--- src/sv/f32h_pkg.sv ---
// ----------------------------------------------------------------------------
// Format converter package
// Shared commands, widths and constants for the single/half converter.
// ----------------------------------------------------------------------------
`default_nettype none

package f32h_pkg;

    localparam int unsigned WordWidth = 32;

    typedef enum logic
    {
        CMD_TO_HALF   = 1'b0,
        CMD_TO_SINGLE = 1'b1
    } command_t;

    localparam logic [31:0] SGL_INF_BITS = 32'h7F80_0000;
    localparam logic [31:0] HLF_CLAMP    = 32'h0F80_0000;
    localparam logic [31:0] LOW_CLEAR    = 32'hFFFF_F000;
    localparam logic [15:0] HLF_NAN      = 16'h7E00;
    localparam logic [15:0] HLF_INF      = 16'h7C00;

endpackage

`default_nettype wire

--- src/sv/fp32_fp16_format_converter.sv ---
// ----------------------------------------------------------------------------
// Single/half precision format converter
// Converts one IEEE value per transfer between single and half precision.
// ----------------------------------------------------------------------------
// Usage: the input channel (in_valid/in_stall) carries a command, the operand
// and an end-of-block flag. Command CMD_TO_HALF turns single bits into half
// bits in the low 16 bits of the result; CMD_TO_SINGLE widens the low 16 bits
// of the operand into single bits exactly. The output channel
// (out_valid/out_stall) carries the result and the flag copy.
// Path: an accepted item waits in the input register and then moves to the
// result register, which drives the output; an output stall holds it in the
// input register until the result register can take it.
// Throughput: one item every cycle while the output is not stalled; the
// conversion logic between the input and result registers is a single pass.
// Reset clears both valid bits; no item is in flight afterward.
// When the receiver stalls, the result holds and the input register fills;
// the input side stalls only when both registers hold items.
// ----------------------------------------------------------------------------
`default_nettype none

module fp32_fp16_format_converter
(
    input  wire logic                           clk,
    input  wire logic                           rst_n,
    input  wire logic                           in_valid,
    output logic                                in_stall,
    input  wire logic                           command,
    input  wire logic [f32h_pkg::WordWidth-1:0] operand_bits,
    input  wire logic                           end_of_block,
    output logic                                out_valid,
    input  wire logic                           out_stall,
    output logic      [f32h_pkg::WordWidth-1:0] converted_bits,
    output logic                                end_of_block_out
);
    import f32h_pkg::*;

    logic        in_vld_reg;
    logic        cmd_reg;
    logic [31:0] op_reg;
    logic        eob_reg;
    logic        out_vld_reg;
    logic [31:0] res_reg;
    logic        res_eob_reg;
    logic        advance;
    logic [31:0] res_next;

    // The input register moves on whenever the result register can take it.
    assign advance  = !out_vld_reg || !out_stall;
    assign in_stall = in_vld_reg && !advance;

    // Single to half path.
    logic [31:0] sign_bit;
    logic [31:0] mag;
    logic [31:0] cleared;
    logic [7:0]  exp_s;
    logic [23:0] sig;
    logic [7:0]  shamt;
    logic [31:0] scaled;
    logic [23:0] quo;
    logic [23:0] rem;
    logic [23:0] halfway;
    logic [31:0] biased;
    logic [15:0] half_res;

    always_comb
    begin
        sign_bit = op_reg & 32'h8000_0000;
        mag      = op_reg ^ sign_bit;
        cleared  = mag & LOW_CLEAR;
        exp_s    = cleared[30:23];
        sig      = (exp_s == 8'd0) ? {1'b0, cleared[22:0]} : {1'b1, cleared[22:0]};
        shamt    = (exp_s == 8'd0) ? 8'd112 : 8'd113 - exp_s;
        quo      = '0;
        rem      = '0;
        halfway  = '0;
        scaled   = '0;
        if (exp_s >= 8'd113)
        begin
            scaled = cleared - (32'd112 << 23);
        end
        else if (shamt <= 8'd31)
        begin
            // Shift by at most 24 matters; larger shifts leave all bits in the rest.
            if (shamt >= 8'd25)
            begin
                quo     = '0;
                rem     = sig;
                halfway = '0;
                scaled  = 32'd0;
            end
            else
            begin
                quo     = sig >> shamt[4:0];
                rem     = sig & ((24'd1 << shamt[4:0]) - 24'd1);
                halfway = 24'd1 << (shamt[4:0] - 5'd1);
                scaled  = {8'd0, quo};
                if (rem > halfway || (rem == halfway && quo[0]))
                begin
                    scaled = scaled + 32'd1;
                end
            end
        end
        biased = scaled + 32'h0000_1000;
        if (biased > HLF_CLAMP)
        begin
            biased = HLF_CLAMP;
        end
        if (mag > SGL_INF_BITS)
        begin
            half_res = HLF_NAN;
        end
        else if (mag == SGL_INF_BITS)
        begin
            half_res = HLF_INF;
        end
        else
        begin
            half_res = biased[28:13];
        end
        half_res = half_res | sign_bit[31:16];
    end

    // Half to single path.
    logic [4:0]  exp_h;
    logic [9:0]  man_h;
    logic [3:0]  lead;
    logic [31:0] single_res;

    always_comb
    begin
        exp_h = op_reg[14:10];
        man_h = op_reg[9:0];
        lead  = '0;
        for (int i = 0; i < 10; i++)
        begin
            if (man_h[i])
            begin
                lead = 4'(i);
            end
        end
        if (exp_h == 5'd31)
        begin
            single_res = SGL_INF_BITS | {9'd0, man_h, 13'd0};
        end
        else if (exp_h == 5'd0)
        begin
            if (man_h == 10'd0)
            begin
                single_res = 32'd0;
            end
            else
            begin
                single_res = {1'b0, 8'(8'd103 + {4'd0, lead}),
                              23'({man_h, 13'd0} << (4'd10 - lead))};
            end
        end
        else
        begin
            single_res = {1'b0, 8'({3'd0, exp_h} + 8'd112), man_h, 13'd0};
        end
        single_res = single_res | {op_reg[15], 31'd0};
    end

    // Select the result for the current command.
    always_comb
    begin
        unique case (command_t'(cmd_reg))
            CMD_TO_SINGLE: res_next = single_res;
            CMD_TO_HALF:   res_next = {16'd0, half_res};
            default:       res_next = {16'd0, half_res};
        endcase
    end

    // Control registers.
    always_ff @(posedge clk or negedge rst_n)
    begin
        if (!rst_n)
        begin
            in_vld_reg  <= 1'b0;
            out_vld_reg <= 1'b0;
        end
        else
        begin
            if (!in_stall)
            begin
                in_vld_reg <= in_valid;
            end
            if (advance)
            begin
                out_vld_reg <= in_vld_reg;
            end
        end
    end

    // Payload registers.
    always_ff @(posedge clk)
    begin
        if (!in_stall && in_valid)
        begin
            cmd_reg <= command;
            op_reg  <= operand_bits;
            eob_reg <= end_of_block;
        end
        if (advance && in_vld_reg)
        begin
            res_reg     <= res_next;
            res_eob_reg <= eob_reg;
        end
    end

    assign out_valid        = out_vld_reg;
    assign converted_bits   = res_reg;
    assign end_of_block_out = res_eob_reg;

endmodule

`default_nettype wire

--- config.mk ---
export PLATFORM = sky130hd
export DESIGN_NAME = fp32_fp16_format_converter
export DESIGN_NICKNAME = d
export VERILOG_FILES = /design/src/sv/f32h_pkg.sv /design/src/sv/fp32_fp16_format_converter.sv
export SDC_FILE = /design/constraint.sdc
export NUM_CORES = 1
export LEC_CHECK = 0
export ABC_AREA = 1
export BUFFER_PORTS_ARGS = -buffer_cell sky130_fd_sc_hd__buf_2
export CAP_MARGIN = 20
export CORE_AREA = 5 5 137 139
export CTS_CLUSTER_SIZE = 30
export DETAILED_ROUTE_END_ITERATION = 10
export DIE_AREA = 0 0 142 144
export GPL_ROUTABILITY_DRIVEN = 0
export PLACE_DENSITY_LB_ADDON = 0.08
export RECOVER_POWER = 25
export SYNTH_ARGS = -nofsm -noshare
export SYNTH_HDL_FRONTEND = slang
export SYNTH_SLANG_ARGS = --single-unit
--- constraint.sdc ---
create_clock -name clk -period 7.2 [get_ports clk]
set_input_delay 1.44 -clock clk [delete_from_list [all_inputs] [get_ports clk]]
set_output_delay 1.44 -clock clk [all_outputs]
set_load 0.01 [all_outputs]
==> results of run 1 <==
power by group through the flow:
stage                     sequential, mW  clock, mW  combinational (mW)
after global placement             0.512          0               0.431
after floorplan                    0.516          0               0.298
after global routing               0.507      0.512               0.484
after CTS                          0.504      0.498               0.428
after detailed placement           0.511          0               0.427
final                              0.503      0.486               0.429
placed cells by master, fill, tap and decap left out, types with 9 or more instances in the layout:
cell	synthesis	final
ha_1	22	22
inv_2	14	14
inv_1	106	106
edfxtp_1	66	66
nand2_1	223	223
nor2_1	88	88
buf_2	5	68
nand3_1	122	122
clkbuf_16	0	9
nand4_1	18	18
nor3_1	12	12
o21ai_0	31	31
nand2_2	9	9
a21oi_1	34	34
worst min path at each step:
stage            start          endpoint  slack [ns]
2_1_floorplan  eob_reg  end_of_block_out        0.40
4_1_cts        eob_reg  end_of_block_out        0.44
3_5_place_dp   eob_reg  end_of_block_out        0.43
6_report       eob_reg  end_of_block_out        0.45
5_1_grt        eob_reg  end_of_block_out        0.45
3_3_place_gp   eob_reg  end_of_block_out        0.40
kinds of logic (layout without fill, tap and decap cells):
group	after synthesis	count (layout)	share of synthesized area, %
and+or+nand+nor	514	514	40.0
xor gates and xnor gates	7	7	1.03
buffers and inverters	146	220	10.1
muxes	1	1	0.168
AOI/OAI and AO/OA	103	103	9.99
DFF	68	68	34.1
adders and majority gates	22	22	4.61
stage by stage:
stage          cells  util, %
6_report        1164     39.2
5_1_grt         1164     39.2
4_1_cts         1163     39.2
3_5_place_dp    1147     37.3
3_3_place_gp    1147     37.3
2_1_floorplan    861        -
final cells by class:
cell class	instances	area [µm²]	share of cell area, %
multi-input combinational	647	3330	48.5
inverter	125	472	6.87
tap	229	287	4.17
sequential	68	2030	29.6
clock buffer	11	243	3.53
timing repair buffer	79	420	6.12
clock inverter	5	85.1	1.24
metal layers:
layer / track usage [%] / wire length, µm / vias up
met3: 3.31 / 1020 / 28
met4: 6.16 / 400 / 0
met2: 27.8 / 8200 / 175
li1: - / - / 3023
met5: 0 / 0 / -
met1: 25.9 / 8860 / 2626
==> metrics.cfg, run 1 <==
[power]
p_seq_share_pct=35.5
p_leak_nw=3.13
p_int_uw=928
vdd_ir_drop_max_uv=124
sw_frac_of_total_pct=34.6
finalPower_mw=1.42
combPwrFrac_pct=30.3
clock_power_share_pct=34.3
p_switching_uw=490
powerDensity_nw_per_um2=207

[synth]
seq_area_frac_synth_pct=34.1
synth_seq_cells=68
synth_common_cells=223 x nand2_1, 122 x nand3_1, 106 x inv_1
ys_types=51
postSynthCellCount=861
async_flop_share_pct=2.94
yosysMostFrequentCell=nand2_1
yosysTopAreaCell=edfxtp_1
synth_top_area_share_pct=33.2
yosys-top-cells-area=edfxtp_1 33%, nand2_1 14%, nand3_1 10%, inv_1 6.7%, nor2_1 5.5%
synth_top_flop_cell=edfxtp_1
synth_area_um2=5960
synth_edf_count=66
synth_fp_nets=921
postSynthAreaPerCell_um2=6.93
synth_warnings=0

[timing]
tns_ns=0
fin_ws_ns=0.905
max_freq_mhz=159
fin_crit_ns=6.29
fin_skew_ns=0.00696
slew_headroom_pct=24.7
finalHoldViolCount=0
period_share_pct=87.4
worstMarginPinSlew_ns=1.11
setup_violations=0
rsz0062_at_grt=no
holdWs_ns=0.447
drv_slew=0

[floorplan]
io_pins=73
die_y_um=144
core_area_um2=17500
initial_core_util_pct=34.0
die-width_um=142
dieArea_um2=20400
rows=49

[layout]
diodes=0
final_area_um2=6870
layout-area-overhead-vs-synth_pct=15.2
drive_above_1_share_pct=15.5
fin_nets=990
largest_reg_flops=32
fillCellCount=1946

[worst_setup_path]
crit_end=converted_bits[0]
cp-startpoint=op_reg[27]
cp.buffers_inverters=8
worst_path_max_delay_cell=edfxtp_1
r2r_start=op_reg[27]
setup.reg_to_reg.worst_slack_ns=0.91
crit_family=simple AND/OR/NAND/NOR gates
critPathLaunchType=flop
crit_fanout=15
critPathCaptureType=flop
cp_num_cells=46
arrival_ns=6.38
r2r_end=converted_bits[0]
slowest_delay_ns=0.51
cp.required_ns=7.28
r2r_cells=46
cpMostUsedCell=nand2_1
critPathKind=flop to flop

[grt]
track_usage_pct=18.2
grt_first_pass_wirelength_um=29100
grt_pass1_vias=5460
grt_max_degree=35
grt_antenna_before_repair=0
overflow=0

[routing]
ant_nets=0
routed_wl_um=18500
drtIter0Drc=481
route.detailed.drc=0
num_vias=5852
post_drt_wl_per_cell_um=15.9
viasPerCell=5.03
dr.pass1.iters=5

[placed_design]
dpl.hpwl_um=14800
placed_cell_area_um2=6540
io_buffers=72
post-place-ws_ns=0.934

[clocking]
post_cts_resize_count=0
clk_pin_slew_worst_paths_ns=0.06
clock_latency_ns=0.34
holdBufCountCts=0
cts_setup_buffers=0
clock_path_buffers=2
cts.sinks=68
cts_tree=yes
htreeDepth=3
cts_buffers=9
cts_root_buffer=clkbuf_16

[worst_hold_path]
hp-class=flop to flop
hold_depth=0

[run_status]
status=complete, no violations

[job]
max-cap-violations=0

No activity file was read; power rests on OpenSTA's default activity.
==> inputs of run 2 (changes only) <==
--- a/config.mk
+++ b/config.mk
@@ -8,10 +8,10 @@
 export ABC_AREA = 1
 export BUFFER_PORTS_ARGS = -buffer_cell sky130_fd_sc_hd__buf_2
 export CAP_MARGIN = 20
-export CORE_AREA = 5 5 137 139
+export CORE_AREA = 5 5 157 122
 export CTS_CLUSTER_SIZE = 30
 export DETAILED_ROUTE_END_ITERATION = 10
-export DIE_AREA = 0 0 142 144
+export DIE_AREA = 0 0 162 127
 export GPL_ROUTABILITY_DRIVEN = 0
 export PLACE_DENSITY_LB_ADDON = 0.08
 export RECOVER_POWER = 25
==> run 2 against run 1 <==
Register-to-register slack lost 0.17 ns; core utilization up 0.12 points; first-iteration DRC count rose by 22%; worst setup slack lost 0.17 ns; global-route usage shrank 0.27 points; non-clock buffer count did not move; critical path depth rose by 1; cell count shrank 0.77%; largest power group unchanged; sequential share of layout area grew 0.23 points; clock-buffer cell count did not move; total power down 3.6%; worst hold slack worse by 0.029 ns.
==> metrics.cfg, run 2 (synthesized netlist as in run 1, its figures left out) <==
[layout]
diodes=0  ; unchanged
layout_common_cells=223 x nand2_1, 122 x nand3_1, 106 x inv_1, 88 x nor2_1, 68 x buf_2
drive_above_1_share_pct=15.4  ; -0.11 points
largest_reg_flops=32  ; unchanged
layout-area-overhead-vs-synth_pct=14.3
final_area_um2=6820  ; -0.78%
layout_commonest_cell=nand2_1
fin_nets=990  ; unchanged

[timing]
slew_headroom_pct=30.1  ; +5.4 points
fin_ws_ns=0.735  ; -0.170 ns
period_share_pct=89.8  ; +2.4 points
fin_crit_ns=6.46  ; +0.170 ns
rsz0062_at_grt=no
setup_violations=0  ; unchanged
worstMarginPinSlew_ns=1.04  ; -0.0711 ns
drv_slew=0  ; unchanged
holdWs_ns=0.418  ; -0.0287 ns
fin_skew_ns=0.00646  ; -0.000508 ns
finalHoldViolCount=0  ; unchanged
max_freq_mhz=155  ; -2.6%
tns_ns=0  ; unchanged

[routing]
viasPerCell=5.18  ; +3.1%
wl_met1_um=9950  ; +12%
ant_nets=0  ; unchanged
route.detailed.drc=0  ; unchanged
num_vias=5984  ; +2.3%
wl_met2_um=7130  ; -13%
post_drt_wl_per_cell_um=16.2  ; +2.3%
wl_met3_um=1390  ; +37%
dr.pass1.iters=6  ; +1
drtIter0Drc=586  ; +22%
top_layer=met4
routed_wl_um=18800  ; +1.5%

[power]
p_leak_nw=3.11  ; -0.60%
powerDensity_nw_per_um2=201  ; -2.8%
vdd_ir_drop_max_uv=88.1  ; -29%

[worst_setup_path]
cp.buffers_inverters=10  ; +2
cp.required_ns=7.27  ; about the same
critPathCaptureType=flop
crit_family=simple AND/OR/NAND/NOR gates
worst_path_max_delay_cell=edfxtp_1
crit_fanout=19  ; +4
arrival_ns=6.54  ; +0.16 ns
slowest_delay_ns=0.37  ; -0.14 ns
critPathLaunchType=flop
critPathKind=flop to flop

[placed_design]
placed_cell_area_um2=6530  ; -0.17%
dpl.hpwl_um=14900  ; +1.1%
io_buffers=72  ; unchanged
post-place-ws_ns=0.845  ; -0.0891 ns

[grt]
track_usage_pct=17.9  ; -0.27 points
grt_antenna_before_repair=0  ; unchanged
grt_max_degree=35  ; unchanged
grt_first_pass_wirelength_um=29600  ; +1.5%
grt_pass1_vias=5397  ; -1.2%
overflow=0  ; unchanged

[floorplan]
dieArea_um2=20600  ; +0.62%
initial_core_util_pct=34.4  ; +0.38 points
core_area_um2=17300  ; -1.1%
die-width_um=162  ; +14%
rows=42  ; -14%
io_pins=73  ; unchanged
die_y_um=127  ; -12%

[clocking]
cts_buffers=9  ; unchanged
clock_latency_ns=0.33  ; about the same
cts.sinks=68  ; unchanged
post_cts_resize_count=0  ; unchanged
cts_setup_buffers=0  ; unchanged
holdBufCountCts=0  ; unchanged
cts_root_buffer=clkbuf_16
clk_pin_slew_worst_paths_ns=0.06  ; about the same
htreeDepth=3  ; unchanged
cts_tree=yes
clock_path_buffers=2  ; unchanged

[job]
max-cap-violations=0  ; unchanged

[worst_hold_path]
hp-class=flop to flop

[run_status]
status=complete, no violations

[run 2: final timing paths]
check	startpoint	to	slack [ns]	cells past startpoint
min reg2reg	eob_reg	end_of_block_out	0.42	0
max reg2reg	op_reg[24]	converted_bits[3]	0.74	47
max in group asynchronous	rst_n	out_valid	6.18	1
min in group asynchronous	rst_n	in_vld_reg	0.89	1
min	eob_reg	end_of_block_out	0.42	0
max	op_reg[24]	converted_bits[3]	0.74	47
[run 2: cell type report]
type	count	area, µm²
inverter	125	472
tap	220	275
clock buffer	11	233
timing repair buffer	79	420
multi-input combinational	647	3330
sequential	68	2030
clock inverter	5	52.6
fill	1874	10500
[run 2: power breakdown]
part | internal, mW | total [mW] | switching (mW)
combinational | 0.134 | 0.435 | 0.301
clock | 0.266 | 0.430 | 0.164
sequential | 0.481 | 0.503 | 0.0221
[run 2: layer usage]
layer  vias to the layer above  GRT usage (%)
li1                       3020              -
met1                      2685           30.0
met2                       257           22.9
met3                        22           3.54
met4                         0           3.63
met5                         -              0
[run 2: through the flow]
step                      power, mW  utilization, %  std cells
final                          1.37            39.3       1155
after global routing           1.45            39.3       1155
after CTS                      1.37            39.3       1154
after detailed placement      0.940            37.6       1138
after global placement        0.948            37.6       1138
after floorplan               0.814               -        861
[run 2: worst register-to-register path, delay by kind of cell (launching register included)]
kind,cells,cell delay (ns)
AND/OR/NAND/NOR,28,3.67
buffers and inverters,10,0.95
adder cells (fa/ha/maj),3,0.69
AO/OA/AOI/OAI,6,0.54
flip-flops,1,0.37
